## src/hdl/frot_pkg.sv

```systemverilog
`timescale 1ns / 1ps
// ----------------------------------------------------------------------------
// frot_pkg: shared types and constants of the frame rotator
// Register map, opcodes, rotation codes and the command passed from the
// front end to the back end.
// ----------------------------------------------------------------------------
package frot_pkg;

   localparam int PIXEL_W        = 32;
   localparam int DIM_W          = 9;
   localparam int ROT_W          = 2;
   localparam int CSR_INDEX_W    = 2;
   localparam int CSR_DATA_W     = 9;
   localparam int DEF_MAX_WIDTH  = 256;
   localparam int DEF_MAX_HEIGHT = 256;
   localparam int CMD_DEPTH      = 4;
   localparam int OUT_DEPTH      = 4;
   localparam int DIM_LIMIT      = 511;

   localparam logic [DIM_W-1:0] DIM_RESET = 9'd256;

   localparam logic [CSR_INDEX_W-1:0] CSR_ROTATION     = 2'd0;
   localparam logic [CSR_INDEX_W-1:0] CSR_FRAME_WIDTH  = 2'd1;
   localparam logic [CSR_INDEX_W-1:0] CSR_FRAME_HEIGHT = 2'd2;

   localparam logic OP_STORE = 1'b0;
   localparam logic OP_READ  = 1'b1;

   typedef enum logic [ROT_W-1:0] {
      ROT_NONE,
      ROT_90,
      ROT_180,
      ROT_270
   } rot_type;

   typedef enum logic [1:0] {
      CMD_STORE,
      CMD_READ,
      CMD_EARLY
   } cmd_kind_type;

   typedef struct packed {
      cmd_kind_type kind;
      logic         last;
   } cmd_ctrl_type;

   function automatic int bits_for(input int n);
      return (n <= 1) ? 1 : $clog2(n);
   endfunction

endpackage

```

## src/hdl/frot_fifo.sv

```systemverilog
`timescale 1ns / 1ps
// ----------------------------------------------------------------------------
// frot_fifo: small synchronous queue
// Register-based FIFO with valid/ready on both sides and an occupancy count.
// ----------------------------------------------------------------------------
module frot_fifo import frot_pkg::*; #(
   parameter int WIDTH = PIXEL_W,
   parameter int DEPTH = CMD_DEPTH,
   localparam int CNT_W = $clog2(DEPTH + 1)
) (
   input  logic             clock,
   input  logic             reset,
   input  logic             push_valid,
   output logic             push_ready,
   input  logic [WIDTH-1:0] push_data,
   output logic             pop_valid,
   input  logic             pop_ready,
   output logic [WIDTH-1:0] pop_data,
   output logic [CNT_W-1:0] count
);

   localparam int PTR_W = bits_for(DEPTH);

   logic [WIDTH-1:0] mem_ff [DEPTH];
   logic [PTR_W-1:0] wr_ptr_ff, wr_ptr_in;
   logic [PTR_W-1:0] rd_ptr_ff, rd_ptr_in;
   logic [CNT_W-1:0] count_ff, count_in;
   logic             push;
   logic             pop;

   assign push_ready = (count_ff != CNT_W'(DEPTH));
   assign pop_valid  = (count_ff != '0);
   assign pop_data   = mem_ff[rd_ptr_ff];
   assign count      = count_ff;
   assign push       = push_valid && push_ready;
   assign pop        = pop_valid && pop_ready;

   always_comb begin
      wr_ptr_in = wr_ptr_ff;
      rd_ptr_in = rd_ptr_ff;
      count_in  = count_ff;
      if (push) begin
         wr_ptr_in = (wr_ptr_ff == PTR_W'(DEPTH - 1)) ? '0 : wr_ptr_ff + PTR_W'(1);
      end
      if (pop) begin
         rd_ptr_in = (rd_ptr_ff == PTR_W'(DEPTH - 1)) ? '0 : rd_ptr_ff + PTR_W'(1);
      end
      if (push && !pop) begin
         count_in = count_ff + CNT_W'(1);
      end else if (pop && !push) begin
         count_in = count_ff - CNT_W'(1);
      end
   end

   always_ff @(posedge clock) begin
      if (reset) begin
         wr_ptr_ff <= '0;
         rd_ptr_ff <= '0;
         count_ff  <= '0;
      end else begin
         wr_ptr_ff <= wr_ptr_in;
         rd_ptr_ff <= rd_ptr_in;
         count_ff  <= count_in;
      end
   end

   always_ff @(posedge clock) begin
      if (push) begin
         mem_ff[wr_ptr_ff] <= push_data;
      end
   end

endmodule

```

## config.mk

```make
export PLATFORM = sky130hd
export DESIGN_NAME = frot_fifo
export DESIGN_NICKNAME = d
export VERILOG_FILES = /design/src/hdl/frot_pkg.sv /design/src/hdl/frot_fifo.sv
export SDC_FILE = /design/constraint.sdc
export NUM_CORES = 1
export LEC_CHECK = 0
export ABC_AREA = 1
export BUFFER_PORTS_ARGS = -buffer_cell sky130_fd_sc_hd__buf_2
export CAP_MARGIN = 20
export CORE_MARGIN = 3
export CORE_UTILIZATION = 45
export CTS_CLUSTER_DIAMETER = 200
export DETAILED_ROUTE_END_ITERATION = 12
export GPL_ROUTABILITY_DRIVEN = 0
export PLACE_DENSITY = 0.72
export SLEW_MARGIN = 40
export SYNTH_ARGS = -nofsm -noshare
export SYNTH_HDL_FRONTEND = slang
export SYNTH_SLANG_ARGS = --single-unit
```

## constraint.sdc

```tcl
create_clock -name clock -period 2.8 [get_ports clock]
set_input_delay 0.56 -clock clock [delete_from_list [all_inputs] [get_ports clock]]
set_output_delay 0.56 -clock clock [all_outputs]
set_load 0.02 [all_outputs]
```

==> out/results.ini <==
[die]
initial_core_util=0.4742
pin_count=73
die_y_um=114.3
placementRows=38
dieArea_um2=13060
core_um2=11130
chipWidth_um=114.3

[worst_hold_path]
min-delay-path-class=input port to flop
min_from=reset

[yosys]
ys_types=22
synth_most_common_cell=edfxtp_1
synth_edf_count=128
ys.warnings.count=0
yosys-top-cells-area=edfxtp_1 73%, nor2_1 5.8%, o22ai_1 3.8%
synth_top_area_share=0.7285
ys_seq_elements=137
synth-compound-area-share=0.1015
synth_area_um2=5276
yosys.area_share.simple=0.07351
synth_flop_cell=edfxtp_1
async_flop_share=0
synth_commonest_cells=128 x edfxtp_1, 81 x nor2_1, 37 x o21ai_0, 32 x o22ai_1, 28 x o21ai_1
synthesis.instances=378
synthAdderAreaFrac=0.01802
synth_top_area_cell=edfxtp_1
synth-xor-area-share=0.001660
synth_fp_nets=421
synthMuxAreaShare=0
synth_area_per_cell_um2=13.96
yosysSeqAreaShare=0.7626
synth_top_family_by_area=compound AO/OA/AOI/OAI gates

[route]
drtIter0Drc=239
met2_length_mm=5.240
vias_per_cell=5.243
top_layer=met4
vias=3198
ant_nets=0
wl_met1_mm=4.314
drc=0
avgRoutedWirePerCell_um=16.81
wirelength_mm=10.25
firstDrtPassIters=4
wl_met3_um=620

[clock_network]
clkLatencyLatePin_ns=0.41
cts.sink_count=137
cts.reportedPaths.clkPinSlew_ns=0.06
cts_max_level=4
cts_buffers=17
cts_resized=0
clockRootBuffer=clkbuf_16
cts.path.max_buffers=2
cts.hold.buffers_added=0
cts_setup_buffers=0
cts_tree=built

[worst_setup_path]
crit_path_end_kind=primary output
start_kind=flop
crit_fanout=32
crit_arrival_ns=2.01
path_cells=inv_2, o21ai_1, o22ai_1, buf_2
r2r-start=count[1]
cp.required_ns=2.24
cpLargestDelayFamily=buffers and inverters
crit_slowest_cell=inv_2
critical_path_class=flop to primary output
crit_buf_inv=2
cpPeakStageDelay_ns=0.52

[pwr]
p_int_mw=4.569
power.share.clock=0.335
switching_power_mw=2.203
p_leak_nw=2.319
finalPower_mw=6.772
vdd.ir_drop.worst_v=0.0006845
p_per_area_nw_per_um2=1060
p_seq_frac=0.393
power_frac_comb=0.272
swShare=0.3253

[sta]
hold_viol=0
rsz0062_at_grt=no
period_needed_ns=2.573
fmax_ghz=0.3886
whs_ns=0.3112
skew_ns=0.007171
drv_slew=0
slew_headroom=0.6105
setup_viol=0
fin_ws_ns=0.2268
period_share=0.9190
tightest_slew_ns=0.5834
final.setup.tns_ns=0

[finish]
final_cells=610
post-route-util=0.5741
stdcell_area_um2=6387
n_antenna_cell=0
nets=500
layout-drive-gt1-share=0.2489
syn2layout_area_growth_pct=21.06

[grt]
antenna_found_initial=0
grt_start_max_net_pins=65
grt_pass1_vias=3225
grt_usage=0.1679
overflow=0
grt_pass1_wl_mm=16.37

[placement]
dp.cells=578
io_buffers=72
postPlaceCellArea_um2=5776
preCtsSetupSlack_ns=0.4952
hpwl_mm=6.040

[job]
drv_cap=0

[outcome]
outcome=completed

==> routing by layer <==
metal | track usage | up-vias
met2 | 0.2802 | 93
met3 | 0.06025 | 7
li1 | - | 1552
met1 | 0.2033 | 1546
met5 | 0 | -
met4 | 0.05701 | 0
==> layout by cell type (no fill, tap or decap), types with 6 or more instances in the layout <==
cell / n
buf_2: 72
ha_1: 6
o22ai_1: 32
nand2_1: 12
dfxtp_1: 8
o21ai_0: 37
inv_1: 14
nor2_1: 77
clkbuf_16: 17
edfxtp_1: 128
o21ai_1: 28
==> area by class of cell <==
type | count | area, µm²
clock inverter | 14 | 180.2
tap | 140 | 175.2
fill | 893 | 4738
inverter | 16 | 67.56
timing repair buffer | 79 | 450.4
multi-input combinational | 206 | 1057
sequential | 137 | 4028
clock buffer | 18 | 429.2
==> final timing paths <==
kind / endpoint / slack (ns) / cells after the start
hold / removal: count[0] / 0.31 / 2
hold reg to reg: rd_ptr_ff[1] / 0.54 / 2
setup reg to reg: count[1] / 0.81 / 9
setup / recovery: pop_data[8] / 0.23 / 4
==> sequential cells by signal, indices dropped and copies added, names as in the netlist, named ones only <==
name       flops
count          3
rd_ptr_ff      2
wr_ptr_ff      2
mem_ff       128
==> kinds of logic (layout without fill, tap and decap cells) <==
kind of cell               after synthesis  count (layout)
DFF                                    137             137
AOI/OAI and AO/OA                       99              99
and+or+nand+nor                         99              99
buffers and inverters                   35             127
adders and majority gates                7               7
xor gates and xnor gates                 1               1
==> power by group through the flow <==
stage	Sequential, mW	Clock (mW)	Combinational [mW]
final	2.66	2.27	1.84
after global routing	2.69	2.39	2.05
after CTS	2.66	2.30	1.88
after detailed placement	2.70	0	1.87
after global placement	2.69	0	1.83
after floorplan	2.64	0	1.35
==> worst reg2reg max path: cells and delay by family (launching register included) <==
family / cells / cell delay, ns
AOI/OAI and AO/OA: 1 / 0.17
adders and majority gates: 2 / 0.63
buffers and inverters: 2 / 0.17
DFF: 1 / 0.34
and+or+nand+nor: 4 / 0.58
Note: power is estimated with default switching activity, not from simulation.
