### src/hdl/frot_pkg.sv
`timescale 1ns / 1ps
// ----------------------------------------------------------------------------
// frot_pkg: shared types and constants of the frame rotator
// Register map, opcodes, rotation codes and the command passed from the
// front end to the back end.
// ----------------------------------------------------------------------------
package frot_pkg;

   localparam int PIXEL_W        = 32;
   localparam int DIM_W          = 9;
   localparam int ROT_W          = 2;
   localparam int CSR_INDEX_W    = 2;
   localparam int CSR_DATA_W     = 9;
   localparam int DEF_MAX_WIDTH  = 256;
   localparam int DEF_MAX_HEIGHT = 256;
   localparam int CMD_DEPTH      = 4;
   localparam int OUT_DEPTH      = 4;
   localparam int DIM_LIMIT      = 511;

   localparam logic [DIM_W-1:0] DIM_RESET = 9'd256;

   localparam logic [CSR_INDEX_W-1:0] CSR_ROTATION     = 2'd0;
   localparam logic [CSR_INDEX_W-1:0] CSR_FRAME_WIDTH  = 2'd1;
   localparam logic [CSR_INDEX_W-1:0] CSR_FRAME_HEIGHT = 2'd2;

   localparam logic OP_STORE = 1'b0;
   localparam logic OP_READ  = 1'b1;

   typedef enum logic [ROT_W-1:0] {
      ROT_NONE,
      ROT_90,
      ROT_180,
      ROT_270
   } rot_type;

   typedef enum logic [1:0] {
      CMD_STORE,
      CMD_READ,
      CMD_EARLY
   } cmd_kind_type;

   typedef struct packed {
      cmd_kind_type kind;
      logic         last;
   } cmd_ctrl_type;

   function automatic int bits_for(input int n);
      return (n <= 1) ? 1 : $clog2(n);
   endfunction

endpackage

### src/hdl/frot_req_if.sv
`timescale 1ns / 1ps
// ----------------------------------------------------------------------------
// frot_req_if: request channel of the frame rotator
// Valid/ready channel carrying one store or read request.
// ----------------------------------------------------------------------------
interface frot_req_if;
   logic        valid;
   logic        ready;
   logic        opcode;
   logic [31:0] pixel_in;

   modport source (output valid, output opcode, output pixel_in, input ready);
   modport sink   (input valid, input opcode, input pixel_in, output ready);
endinterface

### src/hdl/frot_front.sv
`timescale 1ns / 1ps
// ----------------------------------------------------------------------------
// frot_front: request front end of the frame rotator
// Holds the geometry registers and the store/read raster positions, and
// turns each request into a memory command with its address.
// ----------------------------------------------------------------------------
module frot_front import frot_pkg::*; #(
   parameter int MAX_WIDTH  = DEF_MAX_WIDTH,
   parameter int MAX_HEIGHT = DEF_MAX_HEIGHT,
   localparam int ADDR_W = bits_for(MAX_WIDTH * MAX_HEIGHT)
) (
   input  logic                   clock,
   input  logic                   reset,
   input  logic                   csr_we,
   input  logic [CSR_INDEX_W-1:0] csr_index,
   input  logic [CSR_DATA_W-1:0]  csr_wdata,
   frot_req_if.sink               req,
   output logic                   cmd_valid,
   input  logic                   cmd_ready,
   output cmd_ctrl_type           cmd_ctrl,
   output logic [ADDR_W-1:0]      cmd_addr,
   output logic [PIXEL_W-1:0]     cmd_data
);

   localparam int W_LIM = (MAX_WIDTH < DIM_LIMIT) ? MAX_WIDTH : DIM_LIMIT;
   localparam int H_LIM = (MAX_HEIGHT < DIM_LIMIT) ? MAX_HEIGHT : DIM_LIMIT;
   localparam int COL_W = bits_for(W_LIM);
   localparam int ROW_W = bits_for(H_LIM);
   localparam int RD_W  = (COL_W > ROW_W) ? COL_W : ROW_W;

   rot_type          rotation_ff;
   logic [DIM_W-1:0] width_ff;
   logic [DIM_W-1:0] height_ff;

   logic [COL_W-1:0] wr_col_ff, wr_col_in;
   logic [ROW_W-1:0] wr_row_ff, wr_row_in;
   logic [RD_W-1:0]  rd_col_ff, rd_col_in;
   logic [RD_W-1:0]  rd_row_ff, rd_row_in;
   logic             ready_ff, ready_in;

   logic [DIM_W-1:0]  sw, sh, sw_m1, sh_m1;
   logic [DIM_W-1:0]  dw_m1, dh_m1;
   logic [DIM_W-1:0]  rc, rr, sx, sy;
   logic [ADDR_W-1:0] wr_addr, rd_addr;
   logic              swap;
   logic              rd_last;
   logic              accept;
   logic              clear;

   // dimension registers clamp to 1..limit
   always_comb begin
      if (width_ff == '0) begin
         sw = DIM_W'(1);
      end else if (width_ff > DIM_W'(W_LIM)) begin
         sw = DIM_W'(W_LIM);
      end else begin
         sw = width_ff;
      end
      if (height_ff == '0) begin
         sh = DIM_W'(1);
      end else if (height_ff > DIM_W'(H_LIM)) begin
         sh = DIM_W'(H_LIM);
      end else begin
         sh = height_ff;
      end
   end

   assign sw_m1 = sw - DIM_W'(1);
   assign sh_m1 = sh - DIM_W'(1);
   assign swap  = (rotation_ff == ROT_90) || (rotation_ff == ROT_270);
   assign dw_m1 = swap ? sh_m1 : sw_m1;
   assign dh_m1 = swap ? sw_m1 : sh_m1;
   assign rc    = DIM_W'(rd_col_ff);
   assign rr    = DIM_W'(rd_row_ff);

   // destination raster position back to source coordinates
   always_comb begin
      case (rotation_ff)
         ROT_90: begin
            sx = rr;
            sy = sh_m1 - rc;
         end
         ROT_180: begin
            sx = sw_m1 - rc;
            sy = sh_m1 - rr;
         end
         ROT_270: begin
            sx = sw_m1 - rr;
            sy = rc;
         end
         default: begin
            sx = rc;
            sy = rr;
         end
      endcase
   end

   assign wr_addr = ADDR_W'(wr_row_ff) * ADDR_W'(MAX_WIDTH) + ADDR_W'(wr_col_ff);
   assign rd_addr = ADDR_W'(sy) * ADDR_W'(MAX_WIDTH) + ADDR_W'(sx);
   assign rd_last = (rc == dw_m1) && (rr == dh_m1);

   assign req.ready = cmd_ready;
   assign cmd_valid = req.valid;
   assign accept    = req.valid && cmd_ready;
   assign clear     = csr_we && ((csr_index == CSR_ROTATION) ||
                                 (csr_index == CSR_FRAME_WIDTH) ||
                                 (csr_index == CSR_FRAME_HEIGHT));

   always_comb begin
      cmd_data = req.pixel_in;
      if (req.opcode == OP_STORE) begin
         cmd_ctrl.kind = CMD_STORE;
         cmd_ctrl.last = 1'b0;
         cmd_addr      = wr_addr;
      end else if (ready_ff) begin
         cmd_ctrl.kind = CMD_READ;
         cmd_ctrl.last = rd_last;
         cmd_addr      = rd_addr;
      end else begin
         cmd_ctrl.kind = CMD_EARLY;
         cmd_ctrl.last = 1'b0;
         cmd_addr      = rd_addr;
      end
   end

   always_comb begin
      wr_col_in = wr_col_ff;
      wr_row_in = wr_row_ff;
      rd_col_in = rd_col_ff;
      rd_row_in = rd_row_ff;
      ready_in  = ready_ff;
      if (clear) begin
         wr_col_in = '0;
         wr_row_in = '0;
         rd_col_in = '0;
         rd_row_in = '0;
         ready_in  = 1'b0;
      end else if (accept && (req.opcode == OP_STORE)) begin
         if (DIM_W'(wr_col_ff) == sw_m1) begin
            wr_col_in = '0;
            if (DIM_W'(wr_row_ff) == sh_m1) begin
               wr_row_in = '0;
               ready_in  = 1'b1;
            end else begin
               wr_row_in = wr_row_ff + ROW_W'(1);
            end
         end else begin
            wr_col_in = wr_col_ff + COL_W'(1);
         end
      end else if (accept && ready_ff) begin
         if (rc == dw_m1) begin
            rd_col_in = '0;
            rd_row_in = (rr == dh_m1) ? '0 : rd_row_ff + RD_W'(1);
         end else begin
            rd_col_in = rd_col_ff + RD_W'(1);
         end
      end
   end

   always_ff @(posedge clock) begin
      if (reset) begin
         rotation_ff <= ROT_NONE;
         width_ff    <= DIM_RESET;
         height_ff   <= DIM_RESET;
         wr_col_ff   <= '0;
         wr_row_ff   <= '0;
         rd_col_ff   <= '0;
         rd_row_ff   <= '0;
         ready_ff    <= 1'b0;
      end else begin
         if (csr_we) begin
            case (csr_index)
               CSR_ROTATION:     rotation_ff <= rot_type'(csr_wdata[ROT_W-1:0]);
               CSR_FRAME_WIDTH:  width_ff    <= csr_wdata[DIM_W-1:0];
               CSR_FRAME_HEIGHT: height_ff   <= csr_wdata[DIM_W-1:0];
               default: begin
               end
            endcase
         end
         wr_col_ff <= wr_col_in;
         wr_row_ff <= wr_row_in;
         rd_col_ff <= rd_col_in;
         rd_row_ff <= rd_row_in;
         ready_ff  <= ready_in;
      end
   end

endmodule

### src/flat_wrapper.sv
// flat-port wrapper written by rule: the top's interface ports become plain ports
module frot_front_flat import frot_pkg::*;
#(
   parameter int MAX_WIDTH  = DEF_MAX_WIDTH,
   parameter int MAX_HEIGHT = DEF_MAX_HEIGHT,
   localparam int ADDR_W = bits_for(MAX_WIDTH * MAX_HEIGHT)
)
  (clock, reset, csr_we, csr_index, csr_wdata, cmd_valid, cmd_ready, cmd_ctrl, cmd_addr, cmd_data, req_valid, req_opcode, req_pixel_in, req_ready);
  frot_req_if req_i ();
  input  logic clock;
  input  logic reset;
  input  logic csr_we;
  input  logic [CSR_INDEX_W-1:0] csr_index;
  input  logic [CSR_DATA_W-1:0] csr_wdata;
  output logic cmd_valid;
  input  logic cmd_ready;
  output cmd_ctrl_type cmd_ctrl;
  output logic [ADDR_W-1:0] cmd_addr;
  output logic [PIXEL_W-1:0] cmd_data;
  input wire logic [$bits(req_i.valid)-1:0] req_valid;
  input wire logic [$bits(req_i.opcode)-1:0] req_opcode;
  input wire logic [$bits(req_i.pixel_in)-1:0] req_pixel_in;
  output wire logic [$bits(req_i.ready)-1:0] req_ready;
  assign req_i.valid = req_valid;
  assign req_i.opcode = req_opcode;
  assign req_i.pixel_in = req_pixel_in;
  assign req_ready = req_i.ready;
  frot_front #(.MAX_WIDTH(MAX_WIDTH), .MAX_HEIGHT(MAX_HEIGHT)) u_core (.clock(clock), .reset(reset), .csr_we(csr_we), .csr_index(csr_index), .csr_wdata(csr_wdata), .req(req_i), .cmd_valid(cmd_valid), .cmd_ready(cmd_ready), .cmd_ctrl(cmd_ctrl), .cmd_addr(cmd_addr), .cmd_data(cmd_data));
endmodule
### config.mk
export PLATFORM = sky130hd
export DESIGN_NAME = frot_front_flat
export DESIGN_NICKNAME = d
export VERILOG_FILES = /design/src/hdl/frot_pkg.sv /design/src/hdl/frot_req_if.sv /design/src/hdl/frot_front.sv /design/src/flat_wrapper.sv
export SDC_FILE = /design/constraint.sdc
export NUM_CORES = 1
export LEC_CHECK = 0
export BUFFER_PORTS_ARGS = -buffer_cell sky130_fd_sc_hd__buf_2
export CORE_MARGIN = 4
export CORE_UTILIZATION = 30
export DETAILED_ROUTE_END_ITERATION = 8
export HOLD_SLACK_MARGIN = 0.12
export SYNTH_ARGS = -nofsm -noshare
export SYNTH_HDL_FRONTEND = slang
export SYNTH_SLANG_ARGS = --single-unit
### constraint.sdc
create_clock -name clock -period 6.5 [get_ports clock]
set_clock_uncertainty 0.15 [all_clocks]
set_input_delay 1.3 -clock clock [delete_from_list [all_inputs] [get_ports clock]]
set_output_delay 1.3 -clock clock [all_outputs]
set_load 0.05 [all_outputs]
==> results by group, run 1 <==
Logic synthesis
  – Synth Cell Area: 5330 um2
  – Syn_nets: 761
  – Post-synth top area share: 19.91%
  – Synth cell types: 68
  – Cell count after synthesis: 682
  – Yosys warns: 0
  – Top cells by area, synth: dfxtp_1 (20%), mux2i_1 (7.1%), ha_1 (6.6%)
  – Syn_area_per_cell: 7.815 um2
  – Post-synth EDFFs: 0
  – Yosys top cell by area: dfxtp_1
  – Sequential-to-total area share from yosys stat: 19.91%
  – #FFs+latches synth: 53
  – Ys flop type: dfxtp_1
  – Synth async-reset ratio: 0%

Setup path
  – CP Capture Point: cmd_addr[15]
  – Crit-path max FO: 9
  – Worst setup path startpoint: u_core.height_ff[2]
  – Crit path kind: register to output pin
  – Worst Path Required: 5.05 ns
  – Worst flop-to-flop path endpoint: u_core.rd_row_ff[5]
  – CP Cell Sequence: nor4_2 > a21oi_2 > ha_1 > xnor2_1 > inv_1 > ha_1 > o21ai_0 > a21oi_1 > o21a_1 > o2111a_1 > nor3_1 > a2111oi_4 > xor2_1 > a21oi_2 > clkbuf_4
  – Max stage delay on crit path: 0.62 ns
  – Buffer and inverter count on the worst path: 2
  – R2r startpoint: u_core.height_ff[2]
  – Cell family with the largest share of critical-path delay: simple AND/OR/NAND/NOR gates
  – Critical Path Source Type: register
  – Element type at the critical path end: output pin
  – CP max stage cell: nor4_2
  – Critical path arrival: 4.64 ns
  – WP depth: 15
  – Cells on worst reg2reg path: 12
  – Reg2reg setup slack: 2.54 ns

Routing
  – Via count: 4,894
  – Total Wirelength: 15,440 um
  – First-pass iteration count of the detailed router: 5
  – Final ANT Viol Nets: 0
  – Drt wl/cell: 17.12 um
  – Post-route DRC: 0
  – Initial DRC count: 375
  – Post-DR vias/cell: 5.426

Layout
  – Finished Layout Cells: 902
  – Nets@finish: 755
  – Ant diodes: 0
  – Layout cells sized above 1: 17.13%
  – Area Overhead vs Synth: 8.498%

STA
  – Slew @ Worst Pin: 1.146 ns
  – RSZ-0062 raised after global routing: no
  – Worst slew margin: 23.62%
  – Fmax: 164.1 MHz
  – Worst setup margin: 0.4066 ns
  – # setup viols final: 0
  – Final Hold Fails: 0
  – Final setup TNS: 0 ns
  – Max Slew Vio Count: 0
  – Min Clock Period, post-route: 6.093 ns
  – Period utilisation layout: 93.75%

Clock network
  – H-tree Lvls: 2
  – Clock buffer depth: 2
  – CTS tree: done
  – Num CTS Buffers: 5
  – Worst-path clk slew: 0.08 ns
  – Root Driver: clkbuf_16
  – Clk sinks: 53
  – Clock Latency Late Sink: 0.31 ns
  – # hold bufs at CTS: 0

Floorplanning
  – Die footprint: 19,960 um2
  – Core Footprint: 17,360 um2
  – Initial Util: 30.71%
  – # rows: 48
  – Top-Level Pins: 102
  – Die Ht: 141.3 um
  – Die width: 141.3 um

Global route
  – Tot GR Track Use: 15.35%
  – Initial antenna violation count: 0
  – Total gr overflow: 0
  – First-pass GRT wire length: 24,720 um
  – Vias in the first global route: 4,613
  – Largest net degree at the start of global routing: 32

Min path
  – Hold Crit Class: register to register

Pwr
  – Pwr per Cell Area: 138.9 nW/um2
  – VDD IR max: 103.9 uV
  – Leak pwr: 2.297 nW

Outcome
  – Status: complete, no violations

Place
  – I/O Buffers: 37
  – Post-DP HPWL: 11,780 um
  – Placed cells: 893
  – GPL Wtd Cong: 0.9319
  – Dpl ws: 0.2530 ns

Flow run
  – Maxcap violations: 0
==> state kept, by name, indices dropped and copies added, names as in the netlist <==
register,count
u_core.wr_col_ff,8
u_core.wr_row_ff,8
u_core.width_ff,9
u_core.rotation_ff,2
u_core.rd_row_ff,8
u_core.rd_col_ff,8
u_core.ready_ff,1
u_core.height_ff,9
==> stage by stage <==
stage	area [um2]	hold WS (ns)	total power (W)	utilization, %
2_1_floorplan	5338	0.3127	0.0005191	-
3_3_place_gp	5564	0.3866	0.0005119	32.06
3_5_place_dp	5564	0.4028	0.0005116	32.06
4_1_cts	5724	0.4234	0.0008082	32.98
5_1_grt	5783	0.4362	0.0008377	33.32
6_report	5783	0.4156	0.0008030	33.32
==> cells in the final DEF (no fill, tap or decap), types with 6 or more instances in the layout <==
| cell | instances |
|---|---|
| a22oi_1 | 6 |
| xor2_1 | 28 |
| inv_1 | 31 |
| nor3_1 | 9 |
| nand2_1 | 39 |
| nand3b_1 | 8 |
| dfxtp_1 | 48 |
| o21ai_0 | 23 |
| nand4_1 | 13 |
| mux2_2 | 11 |
| nand2b_1 | 7 |
| a21oi_1 | 30 |
| a221oi_1 | 7 |
| nor2b_1 | 9 |
| nand3_1 | 18 |
| and3_1 | 12 |
| nor2_1 | 70 |
| mux2i_1 | 38 |
| nor4_1 | 13 |
| xnor2_1 | 39 |
| a21o_1 | 8 |
| a211oi_1 | 6 |
| buf_2 | 35 |
| buf_4 | 27 |
| ha_1 | 28 |
==> worst min-delay path by stage <==
stage | cells past startpoint | endpoint | slack [ns] | startpoint
global placement | 2 | u_core.wr_col_ff[7] | 0.39 | u_core.wr_col_ff[7]
detailed placement | 2 | u_core.wr_col_ff[7] | 0.40 | u_core.wr_col_ff[7]
global route | 1 | u_core.ready_ff | 0.44 | u_core.ready_ff
finish | 2 | u_core.height_ff[0] | 0.42 | u_core.height_ff[0]
CTS | 2 | u_core.height_ff[0] | 0.42 | u_core.height_ff[0]
floorplan | 1 | u_core.ready_ff | 0.31 | u_core.ready_ff
==> per-layer routing <==
| layer | share of wire, % | track usage [%] |
|---|---|---|
| met1 | 45 | 20.66 |
| met2 | 46 | 24.91 |
| met3 | 5.2 | 1.584 |
| met4 | 3.6 | 6.782 |
| met5 | 0 | 0 |
==> area by class of cell <==
type,count,area (um2)
clock buffers,5,125.1
clock inverters,3,28.78
fillers,1828,11570
inverters,31,116.4
multi-input cells,521,3771
flip-flops and latches,53,1067
well taps,225,281.5
repair buffers,64,392.9
==> tightest hold or removal path: stages (launching register included) <==
cell,delay (ns)
dfxtp_1,0.34
mux2i_1,0.14
nor2_1,0.05
==> where the power goes <==
part	internal, W	switching, W	leakage [nW]
combinational	0.0000639	0.000109	1.79
clock	0.000148	0.000145	0.0763
sequential	0.000329	0.00000771	0.430
total	0.000541	0.000262	2.30
==> logic make-up (layout without fill, tap and decap cells) <==
| kind of cell | Yosys count | in the layout | share of synthesized area, % |
|---|---|---|---|
| adders and majority gates | 30 | 30 | 7.324 |
| and+or+nand+nor | 236 | 236 | 24.01 |
| AOI/OAI and AO/OA | 138 | 138 | 17.77 |
| buffers and inverters | 108 | 103 | 10.35 |
| xor gates and xnor gates | 68 | 68 | 11.17 |
| DFF | 53 | 53 | 19.91 |
| muxes | 49 | 49 | 9.460 |
==> cell usage after synthesis (5+ instances only) <==
master    number
o21ai_0       24
nor2_1        70
buf_4         34
and2_1         5
nand3b_1       8
xor2_1        28
and3_1        12
mux2i_1       38
nor2b_1        9
a211oi_1       6
inv_1         31
nand2b_1       7
nand3_1       18
nor3_1        10
a22oi_1        6
o21a_1         5
a221oi_1       8
o211ai_1       5
a21oi_1       32
or3_1          5
dfxtp_1       53
clkbuf_1      36
ha_1          28
nand2_1       39
mux2_2        11
a21o_1         8
nor4_1        13
nand4_1       13
xnor2_1       40
==> timing repair <==
| action | 4_1_cts | 5_1_grt |
|---|---|---|
| pin swaps | 0 | 1 |
| cloned | 0 | 0 |
| buffers inserted | 0 | 1 |
| setup endpoints to repair | 1 | 5 |
| endpoints found under the hold margin | 0 | 0 |
| gates resized for setup | 2 | 14 |
(Power assumes the default switching activity.)
==> inputs of run 2 (changes only) <==
--- a/config.mk
+++ b/config.mk
@@ -6,10 +6,11 @@
 export NUM_CORES = 1
 export LEC_CHECK = 0
 export BUFFER_PORTS_ARGS = -buffer_cell sky130_fd_sc_hd__buf_2
-export CORE_MARGIN = 4
+export CORE_MARGIN = 3
 export CORE_UTILIZATION = 30
 export DETAILED_ROUTE_END_ITERATION = 8
 export HOLD_SLACK_MARGIN = 0.12
 export SYNTH_ARGS = -nofsm -noshare
 export SYNTH_HDL_FRONTEND = slang
 export SYNTH_SLANG_ARGS = --single-unit
+export TNS_END_PERCENT = 1
==> constraint.sdc (replaced) <==
create_clock -name clock -period 6.5 [get_ports clock]
set_clock_uncertainty 0.15 [all_clocks]
set_input_delay 0.325 -clock clock [delete_from_list [all_inputs] [get_ports clock]]
set_output_delay 0.325 -clock clock [all_outputs]
set_load 0.05 [all_outputs]
==> run 2 against run 1 <==
  * Via count shrank 1.5%
  * Register-to-register slack worse by 0.35 ns
  * Flip-flop and latch count stayed put
  * Critical path depth is 5 higher
  * Maximum frequency increased by 2.2%
==> results by group, run 2 (same netlist as run 1, synthesis figures left out) <==
STA
  – Max Slew Vio Count: 0 (unchanged)
  – Min Hold Slack: 0.1302 ns (was 0.4156 ns)
  – Final setup TNS: 0 ns (unchanged)
  – Worst setup margin: 0.5392 ns (was 0.4066 ns)
  – Fmax: 167.8 MHz (was 164.1 MHz)
  – RSZ-0062 raised after global routing: no (unchanged)
  – # setup viols final: 0 (unchanged)
  – Slew @ Worst Pin: 0.7143 ns (was 1.146 ns)
  – Final Hold Fails: 0 (unchanged)
  – Min Clock Period, post-route: 5.961 ns (was 6.093 ns)
  – Worst slew margin: 52.33% (was 23.62%)
  – Period utilisation layout: 91.70% (was 93.75%)

Setup path
  – Worst setup path startpoint: u_core.width_ff[4] (was u_core.height_ff[2])
  – Cells on worst reg2reg path: 12 (unchanged)
  – Critical Path Source Type: register (unchanged)
  – Crit-path max FO: 10 (was 9)
  – CP Cell Sequence: nor4_4 > a32oi_1 > buf_4 > ha_1 > or3b_2 > a221oi_2 > inv_1 > ha_1 > nand2b_1 > o21ai_0 > a31oi_1 > xor2_1 > nor3_1 > ha_1 > and3_1 > nand3_1 > a2111oi_1 > xor2_1 > a21oi_1 > buf_2 (was nor4_2 > a21oi_2 > ha_1 > xnor2_1 > inv_1 > ha_1 > o21ai_0 > a21oi_1 > o21a_1 > o2111a_1 > nor3_1 > a2111oi_4 > xor2_1 > a21oi_2 > clkbuf_4)
  – R2r startpoint: u_core.height_ff[8] (was u_core.height_ff[2])
  – Max stage delay on crit path: 0.54 ns (was 0.62 ns)
  – Critical path arrival: 5.49 ns (was 4.64 ns)
  – CP max stage cell: dfxtp_1 (was nor4_2)
  – Element type at the critical path end: output pin (unchanged)
  – Most used cell, CP: ha_1
  – Worst Path Required: 6.02 ns (was 5.05 ns)
  – Crit path kind: register to output pin (unchanged)

Routing
  – Post-DR vias/cell: 5.467 (was 5.426)
  – Total Wirelength: 15,150 um (was 15,440 um)
  – Via count: 4,822 (was 4,894)
  – First-pass iteration count of the detailed router: 5 (unchanged)
  – Post-route DRC: 0 (unchanged)
  – Initial DRC count: 359 (was 375)
  – Drt wl/cell: 17.17 um (was 17.12 um)
  – Final ANT Viol Nets: 0 (unchanged)

Global route
  – Initial antenna violation count: 0 (unchanged)
  – Vias in the first global route: 4,388 (was 4,613)
  – First-pass GRT wire length: 24,450 um (was 24,720 um)
  – Tot GR Track Use: 15.42% (was 15.35%)
  – Total gr overflow: 0 (unchanged)
  – Largest net degree at the start of global routing: 32 (unchanged)

Place
  – Dpl ws: 0.6348 ns (was 0.2530 ns)
  – I/O Buffers: 37 (unchanged)
  – Post-DP HPWL: 11,470 um (was 11,780 um)
  – GPL Wtd Cong: 0.9082 (was 0.9319)

Pwr
  – Leak pwr: 2.191 nW (was 2.297 nW)
  – VDD IR max: 87.49 uV (was 103.9 uV)
  – Pwr per Cell Area: 146.1 nW/um2 (was 138.9 nW/um2)

Layout
  – Sequential cell area: 1062 um2 (was 1067 um2)
  – Layout cells sized above 1: 12.94% (was 17.13%)
  – Commonest non-fill, non-tap cell in the layout: nor2_1 (unchanged)
  – Biggest regs: u_core.height_ff (9), u_core.width_ff (9) (unchanged)
  – Most frequent cells in the layout: nor2_1 (70), dfxtp_1 (52), xnor2_1 (40) (was nor2_1 (70), dfxtp_1 (48), nand2_1 (39), xnor2_1 (39), mux2i_1 (38))
  – Ant diodes: 0 (unchanged)
  – Area Overhead vs Synth: 4.953% (was 8.498%)
  – Nets@finish: 736 (was 755)
  – Fillers: 1,835 (was 1,828)
  – Multi-input logic area: 3725 um2 (was 3771 um2)

Flow run
  – Maxcap violations: 0 (unchanged)

Clock network
  – H-tree Lvls: 2 (unchanged)
  – Num CTS Buffers: 5 (unchanged)
  – Clock buffer depth: 2 (unchanged)
  – Worst-path clk slew: 0.07 ns (was 0.08 ns)
  – Clk sinks: 53 (unchanged)
  – Clock Latency Late Sink: 0.30 ns (was 0.31 ns)
  – Root Driver: clkbuf_16 (unchanged)
  – CTS tree: done (unchanged)
  – # hold bufs at CTS: 0 (unchanged)
  – Number of post-CTS setup repair buffers: 0 (unchanged)
  – Post-CTS resize count: 0 (was 2)

Min path
  – Hold_sp: csr_wdata[5] (was u_core.height_ff[0])
  – Worst hold path depth: 3 (was 2)
  – Hold Crit Class: input pin to register (was register to register)

Floorplanning
  – Core Footprint: 17,360 um2 (unchanged)
  – Die width: 139.3 um (was 141.3 um)
  – Initial Util: 30.71% (unchanged)
  – Die Ht: 139.3 um (was 141.3 um)
  – Top-Level Pins: 102 (unchanged)
  – # rows: 48 (unchanged)
  – Die footprint: 19,400 um2 (was 19,960 um2)

Outcome
  – Status: complete, no violations (unchanged)
==> run 2: changes by cell type in the layout (fill, tap and decap cells not counted), moves of 2 or more <==
cell	previous run	this run
buf_4	27	8
dfxtp_1	48	52
buf_2	35	37
dfxtp_2	5	1
a21oi_2	4	2
clkbuf_4	2	0
a21oi_1	30	32
==> run 2: worst paths after layout <==
| path | to | slack, ns |
|---|---|---|
| max | cmd_addr[15] | 0.54 |
| min | u_core.width_ff[5] | 0.13 |
| max reg2reg | u_core.rd_row_ff[7] | 2.19 |
| min reg2reg | u_core.ready_ff | 0.41 |
==> run 2: worst max-delay path: cells and delay by family, from the launching register on <==
kind | cells | cell delay, ns
buf+inv | 3 | 0.60
simple gates | 6 | 1.33
compound gates | 6 | 1.51
xor+xnor | 2 | 0.28
flops | 1 | 0.54
fa+ha+maj | 3 | 0.93
==> run 2: final cells by class <==
type,instances,area share [%]
flip-flops and latches,53,18.99
clock inverters,2,0.6934
repair buffers,45,4.384
inverters,31,2.080
multi-input cells,521,66.58
well taps,225,5.032
clock buffers,5,2.237
==> run 2: stage by stage <==
| step | total power [W] | cells | area, um2 | utilization, % |
|---|---|---|---|---|
| 2_1_floorplan | 0.0005185 | 682 | 5330 | - |
| 4_1_cts | 0.0008235 | 882 | 5585 | 32.18 |
| 6_report | 0.0008172 | 882 | 5594 | 32.23 |
| 3_3_place_gp | 0.0005073 | 875 | 5421 | 31.24 |
| 3_5_place_dp | 0.0005077 | 875 | 5421 | 31.24 |
| 5_1_grt | 0.0008524 | 882 | 5594 | 32.23 |
==> run 2: layer usage <==
layer / vias up / GRT usage [%] / part of all wire [%]
li1: 2352 / - / -
met4: 0 / 4.119 / 2.4
met2: 146 / 25.14 / 45
met3: 27 / 1.546 / 6.0
met1: 2297 / 21.77 / 46
met5: - / 0 / 0
==> run 2: where the power goes <==
part	leakage, nW	internal (W)	switching, W	total [W]
clock	0.0803	0.000182	0.000134	0.000315
sequential	0.428	0.000329	0.00000940	0.000338
combinational	1.68	0.0000596	0.000104	0.000163
total	2.19	0.000570	0.000247	0.000817
